[src/hw/rtl/mbsp_pkg.sv]
// Shared types and constants for the MIDI byte stream parser.
// No dependencies; used by the parser core, the result register and the top level.
`timescale 1ns / 1ps

package mbsp_pkg;

  typedef enum logic [2:0] {
    KIND_CLOCK   = 3'd0,
    KIND_START   = 3'd1,
    KIND_CONT    = 3'd2,
    KIND_STOP    = 3'd3,
    KIND_SONGPOS = 3'd4,
    KIND_CHANNEL = 3'd5
  } mbsp_kind_e;

  localparam logic [7:0] RT_CLOCK    = 8'hF8;
  localparam logic [7:0] RT_START    = 8'hFA;
  localparam logic [7:0] RT_CONT     = 8'hFB;
  localparam logic [7:0] RT_STOP     = 8'hFC;
  localparam logic [7:0] SYS_SONGPOS = 8'hF2;
  localparam logic [7:0] SYS_FIRST   = 8'hF0;
  localparam logic [7:0] SYS_LAST    = 8'hF7;
  localparam logic [3:0] HI_PROGRAM  = 4'hC;
  localparam logic [3:0] HI_PRESSURE = 4'hD;

  typedef struct packed {
    mbsp_kind_e  kind;
    logic [31:0] tick_time;
    logic [14:0] song_position;
    logic [7:0]  status;
    logic [6:0]  first_data;
    logic [6:0]  second_data;
  } mbsp_result_t;

endpackage

[src/hw/rtl/mbsp_in_stage.sv]
// Input register stage: holds one received word until the parser takes it.
// No package dependencies.
`timescale 1ns / 1ps

module mbsp_in_stage (
  input  logic        clk_i,
  input  logic        rst_ni,
  input  logic        in_valid_i,
  output logic        in_ready_o,
  input  logic [7:0]  rx_byte_i,
  input  logic [31:0] arrival_time_i,
  input  logic        take_i,
  output logic        valid_o,
  output logic [7:0]  rx_byte_o,
  output logic [31:0] arrival_time_o
);

  logic        valid_q;
  logic [7:0]  byte_q;
  logic [31:0] time_q;

  assign in_ready_o     = !valid_q || take_i;
  assign valid_o        = valid_q;
  assign rx_byte_o      = byte_q;
  assign arrival_time_o = time_q;

  always_ff @(posedge clk_i or negedge rst_ni) begin
    if (!rst_ni) begin
      valid_q <= 1'b0;
    end else if (in_ready_o) begin
      valid_q <= in_valid_i;
    end
  end

  always_ff @(posedge clk_i) begin
    if (in_valid_i && in_ready_o) begin
      byte_q <= rx_byte_i;
      time_q <= arrival_time_i;
    end
  end

endmodule

[src/hw/rtl/mbsp_parse.sv]
// Parser core: running status, song position capture and real-time decode.
// Depends on mbsp_pkg for event kinds, byte codes and the result struct.
`timescale 1ns / 1ps

module mbsp_parse (
  input  logic                  clk_i,
  input  logic                  rst_ni,
  input  logic                  step_i,
  input  logic [7:0]            rx_byte_i,
  input  logic [31:0]           arrival_time_i,
  output logic                  emit_o,
  output mbsp_pkg::mbsp_result_t result_o
);

  typedef enum logic [1:0] {
    PHASE_IDLE = 2'd0,
    PHASE_LOW  = 2'd1,
    PHASE_HIGH = 2'd2
  } phase_e;

  typedef enum logic [1:0] {
    BODY_NONE   = 2'd0,
    BODY_STATUS = 2'd1,
    BODY_FIRST  = 2'd2
  } body_e;

  phase_e      phase_q, phase_d;
  body_e       body_q, body_d;
  logic [7:0]  pos_low_q, pos_low_d;
  logic [7:0]  status_q, status_d;
  logic [6:0]  held_q, held_d;
  logic        two_byte;

  assign two_byte = (status_q[7:4] == mbsp_pkg::HI_PROGRAM) ||
                    (status_q[7:4] == mbsp_pkg::HI_PRESSURE);

  always_comb begin
    phase_d   = phase_q;
    body_d    = body_q;
    pos_low_d = pos_low_q;
    status_d  = status_q;
    held_d    = held_q;
    emit_o    = 1'b0;
    result_o  = '0;
    if (rx_byte_i inside {[mbsp_pkg::RT_CLOCK:8'hFF]}) begin
      case (rx_byte_i)
        mbsp_pkg::RT_CLOCK: begin
          emit_o             = 1'b1;
          result_o.kind      = mbsp_pkg::KIND_CLOCK;
          result_o.tick_time = arrival_time_i;
        end
        mbsp_pkg::RT_START: begin
          emit_o        = 1'b1;
          result_o.kind = mbsp_pkg::KIND_START;
        end
        mbsp_pkg::RT_CONT: begin
          emit_o        = 1'b1;
          result_o.kind = mbsp_pkg::KIND_CONT;
        end
        mbsp_pkg::RT_STOP: begin
          emit_o        = 1'b1;
          result_o.kind = mbsp_pkg::KIND_STOP;
        end
        default: emit_o = 1'b0;
      endcase
    end else if (rx_byte_i == mbsp_pkg::SYS_SONGPOS) begin
      phase_d = PHASE_LOW;
    end else if (phase_q == PHASE_LOW) begin
      pos_low_d = rx_byte_i;
      phase_d   = PHASE_HIGH;
    end else if (phase_q == PHASE_HIGH) begin
      phase_d                = PHASE_IDLE;
      emit_o                 = 1'b1;
      result_o.kind          = mbsp_pkg::KIND_SONGPOS;
      result_o.song_position = {rx_byte_i, 7'd0} | {7'd0, pos_low_q};
    end else begin
      phase_d = PHASE_IDLE;
      if (rx_byte_i inside {[mbsp_pkg::SYS_FIRST:mbsp_pkg::SYS_LAST]}) begin
        body_d = BODY_NONE;
      end else if (rx_byte_i[7]) begin
        status_d = rx_byte_i;
        body_d   = BODY_STATUS;
      end else begin
        case (body_q)
          BODY_STATUS: begin
            if (two_byte) begin
              emit_o              = 1'b1;
              result_o.kind       = mbsp_pkg::KIND_CHANNEL;
              result_o.status     = status_q;
              result_o.first_data = rx_byte_i[6:0];
            end else begin
              held_d = rx_byte_i[6:0];
              body_d = BODY_FIRST;
            end
          end
          BODY_FIRST: begin
            body_d               = BODY_STATUS;
            emit_o               = 1'b1;
            result_o.kind        = mbsp_pkg::KIND_CHANNEL;
            result_o.status      = status_q;
            result_o.first_data  = held_q;
            result_o.second_data = rx_byte_i[6:0];
          end
          default: body_d = BODY_NONE;
        endcase
      end
    end
  end

  always_ff @(posedge clk_i or negedge rst_ni) begin
    if (!rst_ni) begin
      phase_q   <= PHASE_IDLE;
      body_q    <= BODY_NONE;
      pos_low_q <= '0;
      status_q  <= '0;
      held_q    <= '0;
    end else if (step_i) begin
      phase_q   <= phase_d;
      body_q    <= body_d;
      pos_low_q <= pos_low_d;
      status_q  <= status_d;
      held_q    <= held_d;
    end
  end

endmodule

[src/hw/rtl/mbsp_out_stage.sv]
// Result register: holds one event word until the receiver takes it.
// Depends on mbsp_pkg for the result struct.
`timescale 1ns / 1ps

module mbsp_out_stage (
  input  logic                   clk_i,
  input  logic                   rst_ni,
  input  logic                   load_i,
  input  mbsp_pkg::mbsp_result_t result_i,
  output logic                   room_o,
  output logic                   out_valid_o,
  input  logic                   out_ready_i,
  output mbsp_pkg::mbsp_result_t result_o
);

  logic                   valid_q;
  mbsp_pkg::mbsp_result_t result_q;

  assign room_o      = !valid_q || out_ready_i;
  assign out_valid_o = valid_q;
  assign result_o    = result_q;

  always_ff @(posedge clk_i or negedge rst_ni) begin
    if (!rst_ni) begin
      valid_q <= 1'b0;
    end else if (load_i) begin
      valid_q <= 1'b1;
    end else if (out_ready_i) begin
      valid_q <= 1'b0;
    end
  end

  always_ff @(posedge clk_i) begin
    if (load_i) begin
      result_q <= result_i;
    end
  end

endmodule

[src/hw/rtl/midi_byte_stream_parser_top.sv]
// MIDI byte stream parser: top level.
// Depends on mbsp_pkg, mbsp_in_stage, mbsp_parse and mbsp_out_stage.
//
// Usage:
//   Input channel (in_valid_i/in_ready_o) takes one received MIDI byte with
//   its microsecond arrival time per word. Output channel
//   (out_valid_o/out_ready_i) gives at most one event word per input word:
//   clock tick (with timestamp), start, continue, stop, song position or a
//   completed channel message. Bytes that finish nothing give no word.
//   Ordering: an input word is registered in the input stage, decoded from
//   that register and its event is then registered in the result register.
//   Throughput: one word per cycle while the result register has room, set
//   by the single decode step between the input and result registers.
//   Reset: clears running status, song position capture and both stage
//   valid flags; the block accepts a word once reset is released.
//   Stall: while the output word waits, the input register holds one more
//   word, after which in_ready_o drops until the receiver takes the event.
`timescale 1ns / 1ps

module midi_byte_stream_parser_top (
  input  logic        clk_i,
  input  logic        rst_ni,
  input  logic        in_valid_i,
  output logic        in_ready_o,
  input  logic [7:0]  rx_byte_i,
  input  logic [31:0] arrival_time_i,
  output logic        out_valid_o,
  input  logic        out_ready_i,
  output logic [2:0]  event_kind_o,
  output logic [31:0] tick_time_o,
  output logic [14:0] song_position_o,
  output logic [7:0]  status_out_o,
  output logic [6:0]  first_data_out_o,
  output logic [6:0]  second_data_out_o
);

  logic                   stage_valid;
  logic [7:0]             stage_byte;
  logic [31:0]            stage_time;
  logic                   room;
  logic                   advance;
  logic                   emit;
  mbsp_pkg::mbsp_result_t parse_result;
  mbsp_pkg::mbsp_result_t out_result;

  assign advance = stage_valid && room;

  mbsp_in_stage u_in_stage (
    .clk_i          (clk_i),
    .rst_ni         (rst_ni),
    .in_valid_i     (in_valid_i),
    .in_ready_o     (in_ready_o),
    .rx_byte_i      (rx_byte_i),
    .arrival_time_i (arrival_time_i),
    .take_i         (advance),
    .valid_o        (stage_valid),
    .rx_byte_o      (stage_byte),
    .arrival_time_o (stage_time)
  );

  mbsp_parse u_parse (
    .clk_i          (clk_i),
    .rst_ni         (rst_ni),
    .step_i         (advance),
    .rx_byte_i      (stage_byte),
    .arrival_time_i (stage_time),
    .emit_o         (emit),
    .result_o       (parse_result)
  );

  mbsp_out_stage u_out_stage (
    .clk_i       (clk_i),
    .rst_ni      (rst_ni),
    .load_i      (advance && emit),
    .result_i    (parse_result),
    .room_o      (room),
    .out_valid_o (out_valid_o),
    .out_ready_i (out_ready_i),
    .result_o    (out_result)
  );

  assign event_kind_o      = out_result.kind;
  assign tick_time_o       = out_result.tick_time;
  assign song_position_o   = out_result.song_position;
  assign status_out_o      = out_result.status;
  assign first_data_out_o  = out_result.first_data;
  assign second_data_out_o = out_result.second_data;

`ifndef SYNTHESIS
  a_ready_when_empty: assert property (@(posedge clk_i) disable iff (!rst_ni)
    !out_valid_o |-> in_ready_o)
    else $error("input stalled with empty result register");

  a_channel_status: assert property (@(posedge clk_i) disable iff (!rst_ni)
    (out_valid_o && event_kind_o == mbsp_pkg::KIND_CHANNEL) |->
      (status_out_o[7] && status_out_o[7:4] != 4'hF))
    else $error("channel event without a channel status");

  a_songpos_clean: assert property (@(posedge clk_i) disable iff (!rst_ni)
    (out_valid_o && event_kind_o == mbsp_pkg::KIND_SONGPOS) |->
      (tick_time_o == 32'd0 && status_out_o == 8'd0))
    else $error("song position event carries stray fields");
`endif

endmodule
[config.mk]
export PLATFORM = sky130hd
export DESIGN_NAME = midi_byte_stream_parser_top
export DESIGN_NICKNAME = d
export VERILOG_FILES = /design/src/hw/rtl/mbsp_pkg.sv /design/src/hw/rtl/mbsp_in_stage.sv /design/src/hw/rtl/mbsp_parse.sv /design/src/hw/rtl/mbsp_out_stage.sv /design/src/hw/rtl/midi_byte_stream_parser_top.sv
export SDC_FILE = /design/constraint.sdc
export NUM_CORES = 1
export LEC_CHECK = 0
export BUFFER_PORTS_ARGS = -buffer_cell sky130_fd_sc_hd__buf_2
export CAP_MARGIN = 20
export CORE_MARGIN = 8
export CORE_UTILIZATION = 40
export DETAILED_ROUTE_END_ITERATION = 16
export GPL_ROUTABILITY_DRIVEN = 0
export GPL_TIMING_DRIVEN = 0
export HOLD_SLACK_MARGIN = 0.1
export SYNTH_ARGS = -nofsm -noshare
export SYNTH_HDL_FRONTEND = slang
export SYNTH_HIERARCHICAL = 1
export SYNTH_SLANG_ARGS = --single-unit
[constraint.sdc]
create_clock -name clk_i -period 8.75 [get_ports clk_i]
set_input_delay 1.3125 -clock clk_i [delete_from_list [all_inputs] [get_ports clk_i]]
set_output_delay 1.3125 -clock clk_i [all_outputs]
set_load 0.02 [all_outputs]
## Word level (Yosys, flattened, before mapping)

Cells that the tools add are included.

| storage, ports and cells | value |
|---|---|
| bits in registers | 141 |
| bits of input ports | 44 |
| output and inout bits | 74 |

| operators by class | value |
|---|---|
| bitwise logic cells | 9 |
| eq/ne operators | 12 |
| order comparisons | 4 |
| muxes and demuxes | 28 |
| reductions and logical operators | 21 |

Operators with widths:

| kind | count |
|---|---|
| equality test 8 bit (second input constant) | 5 |
| case mux 15 bit (2 select lines) | 1 |
| two-way mux 3 bit | 7 |
| greater-or-equal comparator 8 bit (second input constant) | 2 |
| less-or-equal comparator 8 bit (second input constant) | 2 |
| two-way mux 15 bit | 1 |
| OR 15 x 8 -> 15 bit | 1 |
| two-way mux 1 bit | 10 |
| two-way mux 2 bit | 5 |
| AND reduction 9 bit | 1 |
| equality test 4 bit (second input constant) | 2 |
| inverter 1 bit | 8 |
| OR reduction 4 bit | 2 |
| AND reduction 7 bit | 1 |
| OR reduction 7 bit | 1 |
| case mux 2 bit (3 select lines) | 1 |
| case mux 3 bit (2 select lines) | 1 |
| AND reduction 6 bit | 1 |
| OR reduction 6 bit | 1 |
| logical AND 1 bit | 5 |
| equality test 2 x 1 -> 1 bit (second input constant) | 2 |
| equality test 2 bit (second input constant) | 2 |
| inequality test 4 bit (second input constant) | 1 |
| case mux 2 bit (2 select lines) | 1 |
| other kinds (6) | 10 |

## Logic depth before layout (Yosys ltp)

| depth | value |
|---|---|
| depth after elaboration | 12 |
| mapped depth | 7 |
| mapped depth without buffers | 7 |

## Cells and area by module

The synthesis kept the hierarchy.

Modules (own cells, without submodules):

| module | instances | area each (µm²) | cells an instance | seq. area each (µm²) |
|---|---|---|---|---|
| mbsp_out_stage | 1 | 2209.6 | 75 | 2187.1 |
| mbsp_parse | 1 | 1861.8 | 187 | 675.6 |
| mbsp_in_stage | 1 | 1255.0 | 44 | 1226.2 |
| midi_byte_stream_parser_top | 1 | 12.5 | 2 | 0.0 |

## Worst setup path before layout

No wires, ideal clock.

| timing path | value |
|---|---|
| path type | register -> register |
| start point | reg u_parse.body_q[0] |
| end point | reg u_out_stage.result_q (netlist bit u_out_stage/result_o[0]) (enable) |
| data required time | 8.311 ns |
| slack | 4.962 ns |
| arrival time | 3.350 ns |
| period minus slack after synthesis | 3.788 ns |
| cell stages (with the launch flop) | 7 |
| path through | dfrtp_1 -> inv_1 -> ha_1 -> nor4b_2 -> o311a_1 -> o21bai_1 -> and3_1 |

| on the way | value |
|---|---|
| longest elaborated chain between the ends | 9 |

RTL lines:

| item | RTL line | source |
|---|---|---|
| start, declared | mbsp_parse.sv:28 | `body_e body_q, body_d;` |
| start signal, assigned | mbsp_parse.sv:119 | `body_q <= body_d;` |
| equality test 2 bit / equality test 2 x 1 -> 1 bit (equally long branches) | mbsp_parse.sv:84 | `case (body_q)` |
| case mux 1 bit (2 select lines) * | mbsp_parse.sv:84 |  |
| two-way mux 1 bit * | mbsp_parse.sv:80 | `end else if (rx_byte_i[7]) begin` |
| two-way mux 1 bit * | mbsp_parse.sv:78 | `if (rx_byte_i inside {[mbsp_pkg::SYS_FIRST:mbsp_pkg::SYS_LAST]}) begin` |
| two-way mux 1 bit * | mbsp_parse.sv:71 | `end else if (phase_q == PHASE_HIGH) begin` |
| two-way mux 1 bit * | mbsp_parse.sv:68 | `end else if (phase_q == PHASE_LOW) begin` |
| two-way mux 1 bit * | mbsp_parse.sv:66 | `end else if (rx_byte_i == mbsp_pkg::SYS_SONGPOS) begin` |
| two-way mux 1 bit * | mbsp_parse.sv:45 | `if (rx_byte_i inside {[mbsp_pkg::RT_CLOCK:8'hFF]}) begin` |
| via emit | midi_byte_stream_parser_top.sv:42 | `logic emit;` |
| logical AND 1 bit * | midi_byte_stream_parser_top.sv:74 | `.load_i (advance && emit),` |
| end signal, assigned | mbsp_out_stage.sv:35 | `result_q <= result_i;` |
| end, declared | mbsp_out_stage.sv:17 | `mbsp_pkg::mbsp_result_t result_q;` |

Mark *: on every way through the listed nets, which the timed path passes. The rest lies on a longest branch.
A chain may end at the register's enable or synchronous reset.

## Worst setup path after layout

| timing path | value |
|---|---|
| start point | in out_ready_i |
| end point | out in_ready_o |

| on the way | value |
|---|---|
| longest elaborated chain between the ends | 3 |

RTL lines:

| item | RTL line | source |
|---|---|---|
| start, declared | midi_byte_stream_parser_top.sv:28 | `input logic out_ready_i,` |
| logical OR 1 bit | mbsp_out_stage.sv:19 | `assign room_o = !valid_q \|\| out_ready_i;` |
| via room | midi_byte_stream_parser_top.sv:40 | `logic room;` |
| logical AND 1 bit | midi_byte_stream_parser_top.sv:46 | `assign advance = stage_valid && room;` |
| via advance | midi_byte_stream_parser_top.sv:41 | `logic advance;` |
| logical OR 1 bit | mbsp_in_stage.sv:22 | `assign in_ready_o = !valid_q \|\| take_i;` |
| end, declared | midi_byte_stream_parser_top.sv:24 | `output logic in_ready_o,` |

The timed path passes the listed nets, and every way through them passes these cells.

==> results.ini <==
[status]
status = complete, no violations

[die]
core_um2 = 13140
die_y_um = 131.5
initial_utilization = 0.4064
num_rows = 42
dieArea_um2 = 17300
ios = 118
die_w_um = 131.5

[setup_path]
path_max_fanout = 6
r2r-end = u_out_stage/result_o[14]
r2r_cells = 7
cp-start-kind = input pin
crit_type = input pin to output pin
end_kind = output pin
worstPathArrival_ns = 2.09
r2r_start = u_parse/body_q[0]
reg2reg_slack_ns = 5.62
cp.required_ns = 7.44

[logic_synthesis]
synth_nets = 357
synth_area_um2 = 5339
postSynthAreaPerCell_um2 = 17.33
ys_ff_latch = 141
ys_warn_count = 6
seq_area_frac_synth = 0.7659
async_reset_ff_frac = 0.2057
syn_inst = 308
synth_edf_count = 112
ys.flop_type = edfxtp_1
synth.distinct_cells = 46

[power]
peakVddDrop_mv = 0.1462
p_leak_uw = 0.002733
design_power_total_uw = 1806
power_density_nw_per_um2 = 267.6

[sta]
worstMarginPinSlew_ns = 0.9744
setup_slack_ns = 5.343
setup-violations-final = 0
final-hold-violation-count = 0
fin_tns_setup_ns = 0
rsz0062_at_grt = no
fmax_mhz = 293.5
final.period_utilization = 0.3894
finClkSkew_ns = 0.01378
post-route-min-period_ns = 3.407
relSlewSlack = 0.3487
slew_violations = 0

[cts]
ctsLongestPathBuffers = 2
path_clk_slew_ns = 0.06
cts-resized-gates = 0
clkLatencyLatePin_ns = 0.42
cts_tree = done
htree_num_levels = 4
cts_setup_buffers = 0
holdBufCountCts = 0
clockRootBuffer = clkbuf_16
cts_sinks = 141
numCtsBuffers = 17

[placed_design]
pre_cts_ws_ns = 5.360
dp_hpwl_um = 7287
io_buffers = 117

[layout]
areaGrowthSynthToFinish_pct = 26.39
drive_gt1_frac = 0.4183
antenna_cells = 0
final_nets = 495

[drt]
drc = 0
routed_via_density = 4.603
vias = 2923
drt_wl_total_um = 10510
wl_per_cell_um = 16.54
dr.pass1.iters = 4
detail-route-antenna-nets = 0
drt_iter0_drc = 140

[job]
max_cap_violations = 0

[worst_hold_path]
worstHoldPathType = register to register
hold_path_depth = 1
hp-start = u_parse/status_q[4]
whs_endpoint = u_parse/status_q[4]

[global_route]
grt_max_degree = 45
antenna_found_initial = 0
grt_pass1_wl_um = 16750
grt_pass1_vias = 3110
grt_usage = 0.1267
overflow = 0

[through the flow]
step | area, um2 | utilization | hold slack, ns | std cells
6_report | 6748 | 0.5136 | 0.4986 | 635
4_1_cts | 6743 | 0.5132 | 0.5002 | 634
3_3_place_gp | 6145 | 0.4677 | 0.4753 | 601
2_1_floorplan | 5339 | - | 0.4490 | 308
3_5_place_dp | 6170 | 0.4696 | 0.4872 | 602
5_1_grt | 6748 | 0.5136 | 0.5186 | 635
[where the power goes]
group	switching [uW]	leakage, uW	internal, uW
sequential	36.9	0.00143	834
combinational	152	0.00103	99.5
clock	266	0.000268	417
total	455	0.00273	1350
[routing by layer]
metal  wire length [um]  GRT usage  vias up
met5                  0          0        -
met4                111    0.04786        0
met3                587    0.05640        7
met2               5236     0.1989       82
met1               4569     0.1506     1435
li1                   -          -     1399
[layout make-up]
type	count	area [um2]
fillers	1156	6390
flip-flops and latches	141	4089
multi-input cells	151	1180
repair buffers	119	610.6
clock buffers	17	425.4
well taps	176	220.2
clock inverters	15	147.6
plain buffers	10	52.55
inverters	6	22.52
[cell usage after synthesis, types with 3 or more instances]
library cell / instances / share of area
nand2b_1: 3 / 0.0035
a22oi_1: 7 / 0.0098
inv_1: 6 / 0.0042
mux2_2: 22 / 0.046
and3_1: 3 / 0.0035
edfxtp_1: 112 / 0.63
nor2_1: 13 / 0.0091
clkbuf_1: 5 / 0.0035
dfrtp_1: 29 / 0.14
and2_1: 61 / 0.071
ha_1: 5 / 0.012
clkbuf_2: 3 / 0.0028
[worst max-delay path, stage by stage]
cell	delay [ns]
buf_2	0.07
nand2b_4	0.12
and2_1	0.25
nand2b_4	0.18
buf_2	0.16
[worst max-delay path by stage]
stage | start | end | slack (ns)
4_1_cts | out_ready_i | in_ready_o | 5.36
3_3_place_gp | u_parse/body_q[0] | u_out_stage/out_valid_o | 3.82
5_1_grt | out_ready_i | in_ready_o | 5.29
2_1_floorplan | u_parse/body_q[0] | u_out_stage/result_o[0] | 4.96
6_report | out_ready_i | in_ready_o | 5.34
3_5_place_dp | out_ready_i | in_ready_o | 5.36
[state kept, by name, summed over array words and instances (netlist names)]
register,count
u_out_stage/result_o,72
u_parse/held_q,7
u_in_stage/arrival_time_o,32
u_parse/pos_low_q,8
u_out_stage/out_valid_o,1
u_parse/body_q,2
u_in_stage/rx_byte_o,8
u_parse/status_q,8
u_parse/phase_q,2
u_in_stage/valid_o,1
[layout by cell type, fill, tap and decap left out, types with 2 or more instances in the layout]
| cell type | count |
|---|---|
| a22oi_1 | 7 |
| and2_1 | 61 |
| and3_1 | 2 |
| buf_2 | 117 |
| bufinv_16 | 2 |
| clkbuf_1 | 5 |
| clkbuf_16 | 17 |
| clkbuf_2 | 4 |
| clkinv_2 | 4 |
| clkinv_4 | 2 |
| clkinvlp_4 | 5 |
| dfrtp_1 | 29 |
| edfxtp_1 | 112 |
| ha_1 | 5 |
| inv_1 | 6 |
| mux2_2 | 22 |
| mux2i_1 | 2 |
| nand2_1 | 2 |
| nand2b_1 | 3 |
| nand2b_4 | 2 |
| nor2_1 | 13 |
| nor2b_1 | 2 |
| nor3b_1 | 2 |
[logic make-up (layout without fill, tap and decap cells)]
family	Yosys count	after routing	share of synthesized area
xor+xnor	1	1	0.001641
flops	141	141	0.7659
simple gates	104	104	0.1296
mux	24	24	0.05015
buf+inv	16	167	0.01406
fa+ha+maj	5	5	0.01172
compound gates	17	17	0.02695
No activity file was read; power rests on OpenSTA's default activity.
